<file path="src/rtl/hcb_pkg.sv">
// ----------------------------------------------------------------------------
// hcb_pkg
// shared widths and constants of the huffman code builder
// ----------------------------------------------------------------------------
package hcb_pkg;

  localparam int NUM_SYMBOLS = 16;
  localparam int FREQ_BITS   = 20;
  localparam int NODE_SLOTS  = 2 * NUM_SYMBOLS - 1;
  localparam int NODE_BITS   = $clog2(NODE_SLOTS + 1);
  localparam int LEAF_BITS   = $clog2(NUM_SYMBOLS);
  localparam int WEIGHT_BITS = FREQ_BITS + $clog2(NUM_SYMBOLS) + 1;
  localparam int SYM_BITS    = 8;
  localparam int FREQ_PORT   = 20;
  localparam int CODE_BITS   = 15;
  localparam int LEN_BITS    = 4;

  typedef logic [SYM_BITS-1:0]    sym_t;
  typedef logic [FREQ_PORT-1:0]   freq_t;
  typedef logic [CODE_BITS-1:0]   code_t;
  typedef logic [LEN_BITS-1:0]    len_t;
  typedef logic [NODE_BITS-1:0]   node_t;
  typedef logic [WEIGHT_BITS-1:0] weight_t;

endpackage

</file>
<file path="src/rtl/hcb_if.sv">
// ----------------------------------------------------------------------------
// hcb_entry_if / hcb_code_if
// valid/ready channels for table entries and emitted codes
// ----------------------------------------------------------------------------
interface hcb_entry_if;
  logic                valid;
  logic                ready;
  hcb_pkg::sym_t       symbol;
  hcb_pkg::freq_t      frequency;
  logic                last_entry;

  modport source (output valid, symbol, frequency, last_entry, input ready);
  modport sink   (input valid, symbol, frequency, last_entry, output ready);
endinterface

interface hcb_code_if;
  logic                valid;
  logic                ready;
  hcb_pkg::sym_t       out_symbol;
  hcb_pkg::code_t      code_bits;
  hcb_pkg::len_t       code_length;
  logic                status;
  logic                last_code;

  modport source (output valid, out_symbol, code_bits, code_length, status, last_code,
                  input ready);
  modport sink   (input valid, out_symbol, code_bits, code_length, status, last_code,
                  output ready);
endinterface

</file>
<file path="src/rtl/huffman_code_builder.sv">
// ----------------------------------------------------------------------------
// huffman_code_builder
// loads (symbol, frequency) entries, builds a huffman tree with one shared
// min-scan compare unit, then walks each leaf to the root to emit its code
// ----------------------------------------------------------------------------
//  channel  | dir | payload
//  entry    | in  | symbol, frequency, last_entry
//  code     | out | out_symbol, code_bits, code_length, status, last_code
//
//  an entry is taken whenever valid meets ready; ready is high only while loading
//  after the last entry, each merge takes two scans over the nodes so far,
//  all through the single weight compare unit
//  each code then walks from its leaf up the parents and is loaded into the output register
//  a stalled code holds in the output register; no clearing pass after reset
// ----------------------------------------------------------------------------
module huffman_code_builder (
  input  logic clk,
  input  logic rst,
  hcb_entry_if.sink  entry,
  hcb_code_if.source code
);
  import hcb_pkg::*;

  typedef enum logic [2:0] {
    ST_LOAD, ST_SCAN_A, ST_SCAN_B, ST_WALK, ST_EMIT
  } state_t;

  state_t  state;
  sym_t    leaf_symbols [NUM_SYMBOLS];
  weight_t node_weights [NODE_SLOTS];
  node_t   node_parent  [NODE_SLOTS];
  logic    node_is_right[NODE_SLOTS];
  logic    node_merged  [NODE_SLOTS];
  node_t   entry_count;
  node_t   root_node;
  logic    overflow_seen;

  node_t   total;
  node_t   scan_idx;
  node_t   best;
  weight_t best_w;
  logic    found;
  node_t   first;
  weight_t first_w;
  node_t   leaf_idx;
  node_t   walk_node;
  code_t   walk_bits;
  len_t    walk_len;

  logic    out_valid;
  sym_t    out_symbol;
  code_t   out_bits;
  len_t    out_len;
  logic    out_status;
  logic    out_last;

  logic    take;
  logic    room;
  logic    better;
  node_t   count_next;
  node_t   total_next;
  node_t   leaf_next;

  assign take       = entry.valid && entry.ready;
  assign room       = entry_count < node_t'(NUM_SYMBOLS);
  assign count_next = room ? entry_count + node_t'(1) : entry_count;
  assign total_next = total + node_t'(1);
  assign leaf_next  = leaf_idx + node_t'(1);
  // shared compare unit: live node lighter than the best so far
  assign better     = !node_merged[scan_idx] && (!found || node_weights[scan_idx] < best_w);

  assign entry.ready      = (state == ST_LOAD);
  assign code.valid       = out_valid;
  assign code.out_symbol  = out_symbol;
  assign code.code_bits   = out_bits;
  assign code.code_length = out_len;
  assign code.status      = out_status;
  assign code.last_code   = out_last;

  always_ff @(posedge clk) begin
    if (rst) begin
      state         <= ST_LOAD;
      entry_count   <= '0;
      root_node     <= '0;
      overflow_seen <= 1'b0;
      out_valid     <= 1'b0;
      for (int n = 0; n < NODE_SLOTS; n++) node_merged[n] <= 1'b0;
    end else begin
      unique case (state)
        ST_LOAD: begin
          if (take) begin
            if (room) begin
              leaf_symbols[entry_count[LEAF_BITS-1:0]] <= entry.symbol;
              node_weights[entry_count] <= WEIGHT_BITS'(entry.frequency[FREQ_BITS-1:0]);
              node_merged[entry_count]  <= 1'b0;
            end else begin
              overflow_seen <= 1'b1;
            end
            entry_count <= count_next;
            if (entry.last_entry) begin
              total    <= count_next;
              scan_idx <= '0;
              found    <= 1'b0;
              state    <= ST_SCAN_A;
            end
          end
        end
        ST_SCAN_A: begin
          if (scan_idx == total) begin
            if (!found) begin
              root_node <= total - node_t'(1);
              leaf_idx  <= '0;
              walk_node <= '0;
              walk_bits <= '0;
              walk_len  <= '0;
              state     <= ST_WALK;
            end else begin
              node_merged[best] <= 1'b1;
              first    <= best;
              first_w  <= best_w;
              scan_idx <= '0;
              found    <= 1'b0;
              state    <= ST_SCAN_B;
            end
          end else begin
            if (better) begin
              best   <= scan_idx;
              best_w <= node_weights[scan_idx];
              found  <= 1'b1;
            end
            scan_idx <= scan_idx + node_t'(1);
          end
        end
        ST_SCAN_B: begin
          if (scan_idx == total) begin
            if (!found) begin
              node_merged[first] <= 1'b0;
              root_node <= total - node_t'(1);
              leaf_idx  <= '0;
              walk_node <= '0;
              walk_bits <= '0;
              walk_len  <= '0;
              state     <= ST_WALK;
            end else begin
              node_merged[best]   <= 1'b1;
              node_parent[first]  <= total;
              node_is_right[first] <= 1'b0;
              node_parent[best]   <= total;
              node_is_right[best] <= 1'b1;
              node_weights[total] <= first_w + best_w;
              node_merged[total]  <= 1'b0;
              total    <= total_next;
              scan_idx <= '0;
              found    <= 1'b0;
              if (total_next == node_t'(NODE_SLOTS)) begin
                root_node <= total;
                leaf_idx  <= '0;
                walk_node <= '0;
                walk_bits <= '0;
                walk_len  <= '0;
                state     <= ST_WALK;
              end else begin
                state <= ST_SCAN_A;
              end
            end
          end else begin
            if (better) begin
              best   <= scan_idx;
              best_w <= node_weights[scan_idx];
              found  <= 1'b1;
            end
            scan_idx <= scan_idx + node_t'(1);
          end
        end
        ST_WALK: begin
          // climb one level per cycle, root branch ends up in the msb
          if (walk_node != root_node && walk_len != len_t'(CODE_BITS)) begin
            walk_bits <= walk_bits | (code_t'(node_is_right[walk_node]) << walk_len);
            walk_len  <= walk_len + len_t'(1);
            walk_node <= node_parent[walk_node];
          end else begin
            out_valid  <= 1'b1;
            out_symbol <= leaf_symbols[leaf_idx[LEAF_BITS-1:0]];
            out_bits   <= walk_bits;
            out_len    <= walk_len;
            out_status <= overflow_seen;
            out_last   <= (leaf_next == entry_count);
            state      <= ST_EMIT;
          end
        end
        ST_EMIT: begin
          if (code.ready) begin
            out_valid <= 1'b0;
            if (leaf_next == entry_count) begin
              entry_count   <= '0;
              overflow_seen <= 1'b0;
              for (int n = 0; n < NODE_SLOTS; n++) node_merged[n] <= 1'b0;
              state <= ST_LOAD;
            end else begin
              leaf_idx  <= leaf_next;
              walk_node <= leaf_next;
              walk_bits <= '0;
              walk_len  <= '0;
              state     <= ST_WALK;
            end
          end
        end
        default: state <= ST_LOAD;
      endcase
    end
  end

`ifndef NO_ASSERTIONS
  a_ready_no_code: assert property (@(posedge clk) disable iff (rst)
    entry.ready |-> !code.valid) else $error("entry ready while a code is pending");

  a_count_bound: assert property (@(posedge clk) disable iff (rst)
    entry_count <= node_t'(NUM_SYMBOLS)) else $error("entry count beyond capacity");

  a_total_bound: assert property (@(posedge clk) disable iff (rst)
    (state == ST_SCAN_A || state == ST_SCAN_B) |-> total < node_t'(NODE_SLOTS))
    else $error("node count beyond node slots");

  a_emit_clears: assert property (@(posedge clk) disable iff (rst)
    (code.valid && code.ready && code.last_code) |=> (entry_count == '0 && entry.ready))
    else $error("table not cleared after last code");
`endif

endmodule
</file>
<file path="src/flat_wrapper.sv">
// flat-port wrapper written by rule: the top's interface ports become plain ports
module huffman_code_builder_flat import hcb_pkg::*;
  (clk, rst, entry_valid, entry_symbol, entry_frequency, entry_last_entry, entry_ready, code_valid, code_out_symbol, code_code_bits, code_code_length, code_status, code_last_code, code_ready);
  hcb_entry_if entry_i ();
  hcb_code_if code_i ();
  input  logic clk;
  input  logic rst;
  input wire logic [$bits(entry_i.valid)-1:0] entry_valid;
  input wire logic [$bits(entry_i.symbol)-1:0] entry_symbol;
  input wire logic [$bits(entry_i.frequency)-1:0] entry_frequency;
  input wire logic [$bits(entry_i.last_entry)-1:0] entry_last_entry;
  output wire logic [$bits(entry_i.ready)-1:0] entry_ready;
  output wire logic [$bits(code_i.valid)-1:0] code_valid;
  output wire logic [$bits(code_i.out_symbol)-1:0] code_out_symbol;
  output wire logic [$bits(code_i.code_bits)-1:0] code_code_bits;
  output wire logic [$bits(code_i.code_length)-1:0] code_code_length;
  output wire logic [$bits(code_i.status)-1:0] code_status;
  output wire logic [$bits(code_i.last_code)-1:0] code_last_code;
  input wire logic [$bits(code_i.ready)-1:0] code_ready;
  assign entry_i.valid = entry_valid;
  assign entry_i.symbol = entry_symbol;
  assign entry_i.frequency = entry_frequency;
  assign entry_i.last_entry = entry_last_entry;
  assign entry_ready = entry_i.ready;
  assign code_valid = code_i.valid;
  assign code_out_symbol = code_i.out_symbol;
  assign code_code_bits = code_i.code_bits;
  assign code_code_length = code_i.code_length;
  assign code_status = code_i.status;
  assign code_last_code = code_i.last_code;
  assign code_i.ready = code_ready;
  huffman_code_builder u_core (.clk(clk), .rst(rst), .entry(entry_i), .code(code_i));
endmodule
</file>
<file path="config.mk">
export PLATFORM = sky130hd
export DESIGN_NAME = huffman_code_builder_flat
export DESIGN_NICKNAME = d
export VERILOG_FILES = /design/src/rtl/hcb_pkg.sv /design/src/rtl/hcb_if.sv /design/src/rtl/huffman_code_builder.sv /design/src/flat_wrapper.sv
export SDC_FILE = /design/constraint.sdc
export NUM_CORES = 1
export LEC_CHECK = 0
export ABC_AREA = 1
export BUFFER_PORTS_ARGS = -buffer_cell sky130_fd_sc_hd__buf_2
export CAP_MARGIN = 30
export CORE_MARGIN = 2
export CORE_UTILIZATION = 39
export CTS_BUF_LIST = sky130_fd_sc_hd__clkbuf_2
export DETAILED_ROUTE_END_ITERATION = 6
export PLACE_DENSITY = 0.66
export SLEW_MARGIN = 20
export SYNTH_ARGS = -nofsm -noshare
export SYNTH_HDL_FRONTEND = slang
export SYNTH_SLANG_ARGS = --single-unit
</file>
<file path="constraint.sdc">
create_clock -name clk -period 5 [get_ports clk]
set_clock_uncertainty 0.1 [all_clocks]
set_input_delay 0.5 -clock clk [delete_from_list [all_inputs] [get_ports clk]]
set_output_delay 0.5 -clock clk [all_outputs]
set_load 0.005 [all_outputs]
</file>
Yosys cells after proc, flatten, opt, wreduce, memory -nomap -nowiden. Memories as Yosys holds them, arrays and structs flattened. A register that Yosys moved wholly into a read port is not among the register bits. Cells that the tools add are included.

Bits in registers: 136. Bits in latches: 0. RAM bits: 1120. Bits in read-only memories: 0. Output and inout bits: 31. Word-level logic and storage cells: 277. Memories kept: 5.

Memory list: u_core.node_weights (depth 31, width 25, read ports 1, clocked after memory_dff 1, wr ports 1, line huffman_code_builder.sv:30) `weight_t node_weights [NODE_SLOTS];`; u_core.node_parent (depth 31, width 5, read ports 1, clocked after memory_dff 1, wr ports 2, line huffman_code_builder.sv:31) `node_t node_parent [NODE_SLOTS];`; u_core.leaf_symbols (depth 16, width 8, read ports 1, clocked after memory_dff 1, wr ports 1, line huffman_code_builder.sv:29) `sym_t leaf_symbols [NUM_SYMBOLS];`; u_core.node_is_right (depth 31, width 1, read ports 1, clocked after memory_dff 1, wr ports 2, line huffman_code_builder.sv:32) `logic node_is_right[NODE_SLOTS];`; u_core.node_merged (depth 31, width 1, read ports 1, clocked after memory_dff 1, wr ports 31, line huffman_code_builder.sv:33) `logic node_merged [NODE_SLOTS];`.

Add/subtract/negate cells: 7. Multipliers: 0. Divide/modulo/power cells: 0. Magnitude comparators: 2. Eq/ne operators: 24. Shift operators: 1. Multiplexer cells: 149. Bitwise operators: 36. Reduce and logical (&&, ||, !) cells: 33.

Operators with widths (number): 5-bit two-way mux (34); 15-bit two-way mux (8); 1-bit two-way mux (77); 15-bit case mux with 4 select lines (1); 5-bit case mux with 2 select lines (4); 4-bit two-way mux (8); 1-bit OR (32); 25-bit adder (1); 25-bit less-than comparator (1); 25-bit two-way mux (1); 25-bit OR reduction (1); 3-bit two-way mux (7); 5-bit by 1-bit adder with 5-bit output, second input constant (4); 5-bit case mux with 4 select lines (1); 5-bit AND reduction (4); 4-bit case mux with 4 select lines (1); 15-bit OR (1); 3-bit case mux with 5 select lines (1); 5-bit case mux with 3 select lines (1); 1-bit by 4-bit << shifter with 15-bit output (1); 2-bit != test, second input constant (7); 4-bit AND reduction (3); 6-bit AND reduction (2); 5-bit equality test (2); 28 further kinds (49).

Depth between registers and ports, before layout.
Depth after elaboration: 11. Gate-level depth with buffers: 24. Gate-level depth less buffers: 21.

Least setup slack after synthesis. No wires, ideal clock.

Kind: register to register. From: register (tool-made name). To: register u_core.best[0], enable pin. Library setup time: 455 ps. Arrival time: 4807 ps. Setup slack: -362 ps. Cell stages (with the launch flop): 22. Buffers on the path: 4. Clock period less this slack: 5362 ps. Path through: dfxtp_1 > buf_2 > clkinv_1 > buf_2 > buf_2 > buf_1 > nand2_1 > a221oi_1 > o21ai_0 > o21ai_0 > ha_1 > a21oi_1 > nor2_1 > a211oi_1 > nor2_1 > nor2_1 > nand2_1 > nand2_1 > nand2_1 > nand2_1 > nand2_1 > nor3_1.

RTL lines: to (signal assigned) (line huffman_code_builder.sv:127) `best <= scan_idx;`; to (signal assigned) (line huffman_code_builder.sv:168) `best <= scan_idx;`; to (decl) (line huffman_code_builder.sv:40) `node_t best;`.

==> impl_metrics.ini <==
[worst_setup_path]
cpMostUsedCell = nand2_1
critPathMaxFanout = 30
critPathSlowestCell = dfxtp_4
reg2reg_depth = 20
path_cells = inv_8, buf_12, buf_4, o21ai_0, o22ai_1, nor2_1, nor2_1, o21ai_0, a32oi_1, ha_1, a21oi_1, o21ai_0, nand2_1, o2111ai_1, a21oi_1, nand2_1, nand2_1, nand2_1, nor3_4, buf_4
worstPathArrival_ns = 5.70
startpoint_type = flop
cp.buffers_inverters = 4
endpoint_kind = flop
cp.depth = 20
critPathRequiredTime_ns = 6.19
crit_type = flop to flop
r2r_slack_ns = 0.49
cp_slowest_stage_delay_ns = 0.47
reg2reg_to = u_core.best[2]
critical_path.top_delay_family = compound AO/OA/AOI/OAI gates

[pwr]
p_per_area_nw_per_um2 = 460
p_comb_frac = 0.309
power.switching_mw = 10.3
p_total_mw = 27.9
pwr-share-seq = 0.450
sw_frac_of_total = 0.371
p_leak_nw = 21.6
peakVddDrop_mv = 0.305
p_int_mw = 17.6
pwr-share-clk = 0.241

[clock_tree]
numCtsBuffers = 325
cts.path.max_buffers = 4
cts_root_buffer = clkbuf_2
cts_tree = yes
cts_sinks = 1275
htree_num_levels = 5
clock_latency_ns = 1.74
clk_pin_slew_ns = 0.11

[job]
maxCapViolCount = 0

[sta]
timing.final.hold_violations = 0
finalCritPeriodShare = 0.902
tns_ns = 0
rsz0062_at_grt = no
fin_hold_ws_ns = 0.264
setup_viol = 0
slew-limit-headroom = 0.194
slew_viol_final = 0
fin_ws_ns = 0.492
min_period_ns = 4.51
tightest_slew_ns = 1.21
fmax_mhz = 222

[global_route]
grt_max_degree = 71
grt_first_pass_wirelength_mm = 221
grt_remaining_overflow = 0
grt_pass1_vias = 37000
antenna_found_initial = 2
grtUsageTotal = 0.205

[cells_and_area]
area_growth_pct = 13.2
layout-drive-gt1-share = 0.164
nets = 5002
final_area_um2 = 60700

[detailed_routing]
post_drt_via_cell_ratio = 5.56
wl_per_cell_um = 21.3
drt_iter0_markers = 4332
postRouteAntennaNets = 0
dr_total_vias = 38400
drc = 1
drt-total-wl_mm = 147
drtPass1Iterations = 7

[floorplanning]
die_y_um = 375
rows = 136
die_width_um = 375
start_util = 0.391
die_area_um2 = 140000
core_area_um2 = 137000
num_io_pins = 64

[logic_synthesis]
syn-num-nets = 4620
ys_seq_elements = 1275
synth_cells = 4525
yosysSeqAreaShare = 0.698
synth-main-ff-cell = edfxtp_1
avgSynthCellArea_um2 = 11.8
synth_cell_types = 66
synth-edff-count = 1187
syn_area_um2 = 53600
yosys_warnings = 0
ys_async_sr_fraction = 0

[placement]
io_buffers = 63
dp_slack_ns = 0.258
gp_congestion = 0.888
dp_hpwl_mm = 86.8
postPlaceCellArea_um2 = 57200

[hold_path]
hold_start = entry_frequency[5]
min_path_type = input pin to flop
min_path_cells = 4
holdPathEnd = u_core.node_weights[19][5]

[run_status]
status = finished with violations
violations = DRC
[cell type report]
type                            instances  area (µm²)
Fill cell                           12500       76300
Sequential cell                      1275       37400
Multi-Input combinational cell       2805       14700
Timing Repair Buffer                  313        2890
Clock buffer                          466        2330
Tap cell                             1794        2240
Inverter                              187         724
Clock inverter                         63         347
Antenna cell                            8        20.0
[state kept, by name, indices dropped and copies added, names as in the netlist, 8 cells and up, named ones only]
| name | count |
|---|---|
| u_core.best_w | 25 |
| u_core.leaf_symbols | 128 |
| u_core.node_weights | 775 |
| u_core.code.code_bits | 15 |
| u_core.node_is_right | 31 |
| u_core.code.out_symbol | 8 |
| u_core.first_w | 25 |
| u_core.node_merged | 32 |
| u_core.walk_bits | 15 |
| u_core.node_parent | 155 |
[tightest hold or removal path, stage by stage]
cell,delay (ns)
dlygate4sd3_1,0.53
buf_2,0.17
mux2i_1,0.15
inv_1,0.39
[stage by stage]
stage | cells | util
3_3_place_gp | 6291 | 0.417
6_report | 6911 | 0.443
2_1_floorplan | 4525 | -
3_5_place_dp | 6297 | 0.417
4_1_cts | 6890 | 0.442
5_1_grt | 6909 | 0.443
[cell usage after synthesis (27+ instances only)]
cell      instances  share of area
inv_1           165          0.012
o221ai_1        116          0.019
mux2i_1          27         0.0050
nand2_1         565          0.040
o22ai_1         118          0.014
nor2_1          614          0.043
buf_2            40         0.0037
nand3_1         224          0.021
a21oi_1         209          0.020
ha_1             61          0.014
edfxtp_1       1187           0.67
o21ai_0         635          0.059
clkbuf_1        185          0.013
dfxtp_1          88          0.033
[power groups by stage]
| stage | Clock, mW | Sequential (mW) | Combinational, mW |
|---|---|---|---|
| after floorplan | 0 | 12.6 | 5.39 |
| after global placement | 0 | 12.8 | 8.28 |
| after detailed placement | 0 | 12.8 | 8.39 |
| after CTS | 6.88 | 12.5 | 8.50 |
| after global routing | 7.42 | 12.6 | 9.40 |
| final | 6.73 | 12.5 | 8.63 |
[how the worst max path moves through the flow]
stage | startpoint | slack (ns) | endpoint
6_report | flop | 0.49 | u_core.best[2]
5_1_grt | flop | 0.25 | u_core.best[2]
4_1_cts | flop | 0.19 | u_core.best[2]
3_5_place_dp | flop | 0.26 | u_core.best_w[13]
3_3_place_gp | flop | 0.32 | u_core.best_w[13]
2_1_floorplan | flop | 0.56 | u_core.best[0]
[routing by layer]
layer	routed length (µm)	GRT usage
met4	4170	0.0785
met3	13800	0.0460
met2	67800	0.323
met5	0	0
met1	61400	0.276
[cells in the final DEF, fill, tap and decap left out, types with 116 or more instances in the layout]
master       n
a21oi_1    207
buf_4      135
clkbuf_2   466
edfxtp_1  1187
inv_1      160
nand2_1    565
nand3_1    224
nor2_1     581
o21ai_0    622
o221ai_1   116
o22ai_1    118
[repair_timing]
item                       in CTS  in global routing
hold buffers                   64                  3
gates resized for setup         0                  1
setup buffers                   0                  4
hold endpoints to repair     1209                 40
setup endpoints to repair       0                  8
[kinds of logic after synthesis]
logic type,after synthesis,share of synthesized area
fa+ha+maj,62,0.0146
simple gates,1500,0.117
xor+xnor,34,0.00570
buf+inv,445,0.0330
flops,1275,0.698
mux,28,0.00525
compound gates,1181,0.126
Note: power is estimated with default switching activity, not from simulation.
